[config.mk]
export PLATFORM = sky130hd
export DESIGN_NAME = change_report_filter_top
export DESIGN_NICKNAME = d
export VERILOG_FILES = /design/src/sv/crf_pkg.sv /design/src/sv/crf_regs.sv /design/src/sv/crf_decide.sv /design/src/sv/change_report_filter_top.sv
export VERILOG_INCLUDE_DIRS = /design/src /design/src/sv
export SDC_FILE = /design/constraint.sdc
export NUM_CORES = 1
export LEC_CHECK = 0
export ABC_CLOCK_PERIOD_IN_PS = 6100
export BUFFER_PORTS_ARGS = -buffer_cell sky130_fd_sc_hd__buf_2
export CELL_PAD_IN_SITES_DETAIL_PLACEMENT = 1
export CELL_PAD_IN_SITES_GLOBAL_PLACEMENT = 2
export CORE_MARGIN = 1.5
export CORE_UTILIZATION = 35
export CTS_BUF_LIST = sky130_fd_sc_hd__clkbuf_8
export CTS_CLUSTER_SIZE = 12
export DETAILED_ROUTE_END_ITERATION = 8
export PLACE_DENSITY_LB_ADDON = 0.1
export SYNTH_ARGS = -nofsm -noshare
export SYNTH_HDL_FRONTEND = slang
export SYNTH_HIERARCHICAL = 1
export SYNTH_SLANG_ARGS = --single-unit
[constraint.sdc]
create_clock -name clk -period 6.1 [get_ports clk]
set_clock_uncertainty 0.1 [all_clocks]
set_input_delay 1.22 -clock clk [delete_from_list [all_inputs] [get_ports clk]]
set_output_delay 1.22 -clock clk [all_outputs]
set_load 0.1 [all_outputs]
[src/sv/assert_macros.svh]
`ifndef ASSERT_MACROS_SVH
`define ASSERT_MACROS_SVH

// Checked at every clock edge, off while reset is high.
`define CRF_ASSERT(label, prop, msg) \
  label: assert property (@(posedge clk) disable iff (rst) (prop)) else $error(msg);

// Checked at every clock edge, reset included.
`define CRF_ASSERT_ALWAYS(label, prop, msg) \
  label: assert property (@(posedge clk) (prop)) else $error(msg);

`endif

[src/sv/crf_pkg.sv]
package crf_pkg;

  typedef enum logic [1:0] {
    MODE_AUTOSAMPLE = 2'd0,
    MODE_NOT_EQUAL  = 2'd1,
    MODE_DEADBAND   = 2'd2,
    MODE_THRESHOLD  = 2'd3
  } mode_t;

  localparam logic [1:0] EDGE_RISING  = 2'd0;
  localparam logic [1:0] EDGE_FALLING = 2'd1;
  localparam logic [1:0] EDGE_BOTH    = 2'd2;

  localparam int unsigned REG_IDX_W = 3;
  localparam int unsigned PADDR_W   = 5;

  localparam logic [REG_IDX_W-1:0] REG_ENABLE    = 3'd0;
  localparam logic [REG_IDX_W-1:0] REG_MODE      = 3'd1;
  localparam logic [REG_IDX_W-1:0] REG_PERIOD    = 3'd2;
  localparam logic [REG_IDX_W-1:0] REG_DEADBAND  = 3'd3;
  localparam logic [REG_IDX_W-1:0] REG_THRESHOLD = 3'd4;
  localparam logic [REG_IDX_W-1:0] REG_EDGE      = 3'd5;

  localparam logic [15:0] PERIOD_RESET  = 16'd10;
  localparam logic [31:0] LAST_RESET    = 32'hffff_ffff;

  typedef struct packed {
    logic               report_enable;
    mode_t              report_mode;
    logic [15:0]        period_ms;
    logic [30:0]        deadband_size;
    logic signed [31:0] threshold_level;
    logic [1:0]         edge_select;
  } cfg_t;

  typedef struct packed {
    logic        report;
    logic [31:0] base_next;
  } dec_t;

endpackage

[src/sv/crf_regs.sv]
module crf_regs
  import crf_pkg::*;
(
  input  logic               clk,
  input  logic               rst,
  input  logic               psel,
  input  logic               penable,
  input  logic               pwrite,
  input  logic [PADDR_W-1:0] paddr,
  input  logic [31:0]        pwdata,
  output logic [31:0]        prdata,
  output logic               pready,
  output cfg_t               cfg
);

  logic                 wr_en;
  logic [REG_IDX_W-1:0] idx;

  assign pready = 1'b1;
  assign wr_en  = psel && penable && pwrite;
  assign idx    = paddr[PADDR_W-1:2];

  always_ff @(posedge clk) begin
    if (rst) begin
      cfg.report_enable   <= 1'b0;
      cfg.report_mode     <= MODE_NOT_EQUAL;
      cfg.period_ms       <= PERIOD_RESET;
      cfg.deadband_size   <= '0;
      cfg.threshold_level <= '0;
      cfg.edge_select     <= EDGE_RISING;
    end else if (wr_en) begin
      unique case (idx)
        REG_ENABLE:    cfg.report_enable   <= pwdata[0];
        REG_MODE:      cfg.report_mode     <= mode_t'(pwdata[1:0]);
        REG_PERIOD:    cfg.period_ms       <= pwdata[15:0];
        REG_DEADBAND:  cfg.deadband_size   <= pwdata[30:0];
        REG_THRESHOLD: cfg.threshold_level <= signed'(pwdata);
        REG_EDGE:      cfg.edge_select     <= pwdata[1:0];
        default: ;
      endcase
    end
  end

  always_comb begin
    unique case (idx)
      REG_ENABLE:    prdata = {31'd0, cfg.report_enable};
      REG_MODE:      prdata = {30'd0, cfg.report_mode};
      REG_PERIOD:    prdata = {16'd0, cfg.period_ms};
      REG_DEADBAND:  prdata = {1'b0, cfg.deadband_size};
      REG_THRESHOLD: prdata = unsigned'(cfg.threshold_level);
      REG_EDGE:      prdata = {30'd0, cfg.edge_select};
      default:       prdata = '0;
    endcase
  end

endmodule

[src/sv/crf_decide.sv]
module crf_decide
  import crf_pkg::*;
(
  input  cfg_t               cfg,
  input  logic signed [31:0] last_reported,
  input  logic [31:0]        period_base,
  input  logic               base_valid,
  input  logic signed [31:0] sample,
  input  logic [31:0]        now,
  output dec_t               dec
);

  logic [31:0]        eff_base;
  logic [31:0]        elapsed_ms;
  logic               elapsed;
  logic signed [33:0] s_x;
  logic signed [33:0] last_x;
  logic signed [33:0] db_x;
  logic signed [33:0] band_lo;
  logic signed [33:0] band_hi;
  logic               rise;
  logic               fall;
  logic               rise_en;
  logic               fall_en;
  logic               hit;

  assign eff_base   = base_valid ? period_base : now;
  assign elapsed_ms = now - eff_base;
  assign elapsed    = elapsed_ms >= {16'd0, cfg.period_ms};

  assign s_x     = 34'(sample);
  assign last_x  = 34'(last_reported);
  assign db_x    = signed'({3'd0, cfg.deadband_size});
  assign band_lo = last_x - db_x;
  assign band_hi = last_x + db_x;

  assign rise    = (last_reported <= cfg.threshold_level) && (sample > cfg.threshold_level);
  assign fall    = (last_reported > cfg.threshold_level) && (sample <= cfg.threshold_level);
  assign rise_en = (cfg.edge_select == EDGE_RISING) || (cfg.edge_select == EDGE_BOTH);
  assign fall_en = (cfg.edge_select == EDGE_FALLING) || (cfg.edge_select == EDGE_BOTH);

  always_comb begin
    case (cfg.report_mode)
      MODE_AUTOSAMPLE: hit = 1'b1;
      MODE_NOT_EQUAL:  hit = sample != last_reported;
      MODE_DEADBAND:   hit = (s_x < band_lo) || (s_x > band_hi);
      MODE_THRESHOLD:  hit = (rise_en && rise) || (fall_en && fall);
      default:         hit = 1'b0;
    endcase
  end

  assign dec.report    = cfg.report_enable && elapsed && hit;
  assign dec.base_next = elapsed ? now : eff_base;

endmodule

[src/sv/change_report_filter_top.sv]
// Channel   Handshake             Payload
// -------   ---------             -------
// input     in_valid / in_ready   sample_value, now_ms
// output    out_valid / out_ready report, report_value
// config    APB psel/penable      paddr, pwdata, prdata (pready tied high)
//
// One transaction per cycle sustained while out_ready stays high; the path is the
// input register, then the result register, with the period and mode decision between them.
// While reporting is enabled, filter state updates at the edge that loads the result register.
// Synchronous active-high reset; filter state returns to last = -1, no base.
// A stalled output holds the result stage; the input register still takes a
// transaction when empty, then in_ready drops until the output drains.
module change_report_filter_top
  import crf_pkg::*;
(
  input  logic               clk,
  input  logic               rst,
  input  logic               psel,
  input  logic               penable,
  input  logic               pwrite,
  input  logic [PADDR_W-1:0] paddr,
  input  logic [31:0]        pwdata,
  output logic [31:0]        prdata,
  output logic               pready,
  input  logic               in_valid,
  output logic               in_ready,
  input  logic signed [31:0] sample_value,
  input  logic [31:0]        now_ms,
  output logic               out_valid,
  input  logic               out_ready,
  output logic               report,
  output logic signed [31:0] report_value
);

  cfg_t               cfg;
  dec_t               dec;
  logic               in_q_valid;
  logic signed [31:0] in_sample;
  logic [31:0]        in_now;
  logic signed [31:0] last_reported;
  logic [31:0]        period_base;
  logic               base_valid;
  logic               advance;
  logic               fire;

  crf_regs u_regs (
    .clk     (clk),
    .rst     (rst),
    .psel    (psel),
    .penable (penable),
    .pwrite  (pwrite),
    .paddr   (paddr),
    .pwdata  (pwdata),
    .prdata  (prdata),
    .pready  (pready),
    .cfg     (cfg)
  );

  crf_decide u_decide (
    .cfg           (cfg),
    .last_reported (last_reported),
    .period_base   (period_base),
    .base_valid    (base_valid),
    .sample        (in_sample),
    .now           (in_now),
    .dec           (dec)
  );

  assign advance  = !out_valid || out_ready;
  assign in_ready = !in_q_valid || advance;
  assign fire     = advance && in_q_valid;

  always_ff @(posedge clk) begin
    if (rst) begin
      in_q_valid <= 1'b0;
    end else if (in_ready) begin
      in_q_valid <= in_valid;
    end
  end

  always_ff @(posedge clk) begin
    if (in_ready && in_valid) begin
      in_sample <= sample_value;
      in_now    <= now_ms;
    end
  end

  always_ff @(posedge clk) begin
    if (rst) begin
      out_valid <= 1'b0;
    end else if (advance) begin
      out_valid <= in_q_valid;
    end
  end

  always_ff @(posedge clk) begin
    if (fire) begin
      report       <= dec.report;
      report_value <= dec.report ? in_sample : '0;
    end
  end

  always_ff @(posedge clk) begin
    if (rst) begin
      last_reported <= signed'(LAST_RESET);
      period_base   <= '0;
      base_valid    <= 1'b0;
    end else if (fire && cfg.report_enable) begin
      period_base <= dec.base_next;
      base_valid  <= 1'b1;
      if (dec.report) begin
        last_reported <= in_sample;
      end
    end
  end

`include "assert_macros.svh"

  `CRF_ASSERT(a_last_only_on_report, !(fire && dec.report) |=> $stable(last_reported), "last value changed without a report")
  `CRF_ASSERT(a_report_needs_enable, (out_valid && report) |-> cfg.report_enable, "report while reporting disabled")
  `CRF_ASSERT(a_base_valid_sticks, base_valid |=> base_valid, "base_valid dropped outside reset")
  `CRF_ASSERT(a_no_value_without_report, (out_valid && !report) |-> (report_value == '0), "value without report")
  `CRF_ASSERT_ALWAYS(a_empty_accepts, !in_q_valid |-> in_ready, "empty input stage not ready")

endmodule

==> flow_summary.toml <==
[routing]
post_drt_wl_per_cell_um = 22.96
ant_nets = 0
wl_um = 74390
drc = 0
drt-pass1-iter-count = 5
via_count = 17980
drt_iter0_markers = 833
viasPerCell = 5.551

[power]
power_density_mw_per_mm2 = 183.7
pwr-share-clk_pct = 38.5
ir_drop_v = 0.0001298
power_switching_mw = 1.408
total_power_mw = 4.364
p_leak_nw = 9.816
combPwrFrac_pct = 19.9
p_seq_share_pct = 41.6
p_sw_share_pct = 32.26
power.internal_mw = 2.956

[synth]
ys_top_cells_by_count = "ha_1 (240), a21oi_1 (221), inv_1 (159)"
ys_types = 80
ys_top_cells_by_area = "dfxtp_1 (16%), ha_1 (16%), edfxtp_1 (15%)"
yosysMostFrequentCell = "ha_1"
synth_area_leader_cell = "dfxtp_1"
avgSynthCellArea_um2 = 8.841
synthCells = 2135
ys_seq_area_share_pct = 31.45
synth-async-reset-ratio_pct = 0
synthFlopType = "dfxtp_1"
synth-seq-cells = 248
syn_area_mm2 = 0.01888
synth_fp_nets = 2486
synth_warnings = 6
synth_top_area_share_pct = 16.01
synth_edf_count = 97

[floorplan]
initial_core_util_pct = 35.63
core_region_area_mm2 = 0.05297
fp.dieH_um = 235.2
dieArea_mm2 = 0.05533
rows = 84
io_pins = 176
die_x_um = 235.2

[critical_path]
slowest_delay_ps = 530
critical_path_arrival_ps = 6770
cp_slowest_cell = "or4_1"
crit_type = "flop to flop"
cp_max_fo = 5
worstPathRequired_ps = 6520
setup.worst_path.start_class = "flop"
cp-end-kind = "flop"

[grt]
grt_antenna_before_repair = 4
first_global_vias = 18850
grt_max_degree = 64
grt_util_met2_pct = 44.71
grtUsageMet3_pct = 3.389
grt_pass1_wl_um = 112800
grtUsageMet1_pct = 33.92
grt.total_usage_pct = 26.36
top_usage_layer = "met2"
overflow = 0

[sta]
hold_viol_final = 0
relSlewSlack_pct = 25.35
slew_viol_final = 0
worst_pin_slew_ps = 1120
finalSetupViolations = 63
fin_crit_sh_pct = 104.1
rsz0062_at_grt = "yes"
fmax_mhz = 157.5
min_period_ps = 6351
worst_slack_ps = -250.9

[layout]
final_layout_size_suffix_gt1_share_pct = 24.50
nNetsFinal = 2862
nFillCells = 6228
stdcell_area_mm2 = 0.02375
layout-area-overhead-vs-synth_pct = 25.83

[placement]
placed_cell_area_mm2 = 0.02191
place_congestion = 0.9195
io_buffers = 172
pre_cts_slack_ps = -567.3
place_hpwl_um = 56280

[cts]
ctsHoldBuffers = 0
cts_tree = "done"
cts-root-buf = "clkbuf_8"
clock_path_buffers = 3
htree_levels = 2
cts_sinks = 248
cts.clk_slew.worst_paths_ps = 70
insertion_delay_ps = 690
numCtsBuffers = 49

[min_path]
hp-class = "flop to flop"

[run_status]
violations = "negative setup slack"
status = "complete, but fails checks"

[flow_run]
maxCapViolCount = 0
-- final timing paths --
path | startpoint | end | slack (ps) | cells after the start
worst max-delay path | last_reported[0] | last_reported[19] | -250 | 30
worst min register to register | period_base[15] | period_base[15] | 380 | 2
worst min-delay path | period_base[15] | period_base[15] | 380 | 2
worst max register to register | last_reported[0] | last_reported[19] | -250 | 30
-- per-stage QoR --
step	setup TNS, ps	cells	util, %	hold slack (ps)
final	-9702	3240	44.84	377.2
after CTS	-14660	3227	44.28	376.4
after global placement	-25980	3115	41.36	358.6
after floorplan	0	2135	-	334.9
after global routing	-31690	3239	44.83	405.3
after detailed placement	-29380	3115	41.36	368.1
-- power by group through the flow --
stage / registers, mW / logic [mW] / clock network (mW)
6_report: 1.81 / 0.870 / 1.68
2_1_floorplan: 1.87 / 0.480 / 0
5_1_grt: 1.82 / 0.952 / 1.81
4_1_cts: 1.81 / 0.849 / 1.74
3_3_place_gp: 1.85 / 0.799 / 0
3_5_place_dp: 1.85 / 0.819 / 0
-- final cells by class --
| cell class | instances | area, um2 | share of cell area [%] |
|---|---|---|---|
| Multi-Input combinational cell | 1600 | 12160 | 51.21 |
| Sequential cell | 248 | 5943 | 25.02 |
| Timing Repair Buffer | 453 | 3257 | 13.71 |
| Tap cell | 688 | 860.8 | 3.624 |
| Clock buffer | 50 | 688.2 | 2.897 |
| Inverter | 159 | 596.8 | 2.513 |
| Clock inverter | 41 | 240.2 | 1.011 |
| Antenna cell | 1 | 2.502 | 0.01054 |
-- state kept, by name (all words and copies together), names as in the netlist --
signal	flops
u_regs/cfg	84
out_valid	1
in_sample	32
period_base	32
report	1
in_now	32
base_valid	1
report_value	32
in_q_valid	1
last_reported	32
-- cell usage in the layout (no fill, tap or decap), types with 9 or more instances in the layout --
cell type    n
mux2i_1     77
xor2_1      31
o21ai_0    146
a21oi_2     22
ha_1       235
o21a_1      13
a211oi_1    12
and2_1      21
o31ai_1     12
o2bb2ai_1   14
nand2b_1    22
a211o_1     10
or3_1        9
nor2_1      98
buf_2      171
nand4_1     38
inv_1      179
clkinv_1     9
a221o_1     34
and2_4      17
buf_4      252
a21o_1      70
nor3_1      24
edfxtp_1    97
dfxtp_1    147
buf_6       15
a21oi_1    199
a22o_1      15
a31oi_1     12
nand2_1     52
nor4_1      11
o21ai_1     13
clkbuf_8    50
xnor2_1     72
o211ai_1    15
nor2b_1     14
nand3_1    140
-- critical path, delay by kind of cell (launching register included) --
kind                     cells  cell delay, ps
AO/OA/AOI/OAI               13            2360
AND/OR/NAND/NOR              5            1230
buffers and inverters        8            1160
adder cells (fa/ha/maj)      3             810
flip-flops                   1             350
XOR/XNOR                     1             140
-- routing by layer --
metal,share of wire [%],wire length (um)
met1,45,33250
met4,3.7,2754
met2,48,35490
met5,0.073,54
met3,3.8,2843
-- cell families (layout without fill, tap and decap cells) --
family	after synthesis	count (layout)	synth area share, %
AO/OA/AOI/OAI	670	670	22.58
AND/OR/NAND/NOR	499	499	13.79
buffers and inverters	287	703	6.622
flip-flops	248	248	31.45
adder cells (fa/ha/maj)	243	243	16.23
XOR/XNOR	103	103	4.779
multiplexers	84	84	4.534
other	1	2	0.01987
-- timing repair --
item | CTS | global route
cloned | 6 | 2
pin swaps | 45 | 36
endpoints found under the setup margin | 95 | 97
setup buffers | 18 | 14
gates resized for setup | 98 | 48
Note: power is estimated with default switching activity, not from simulation.
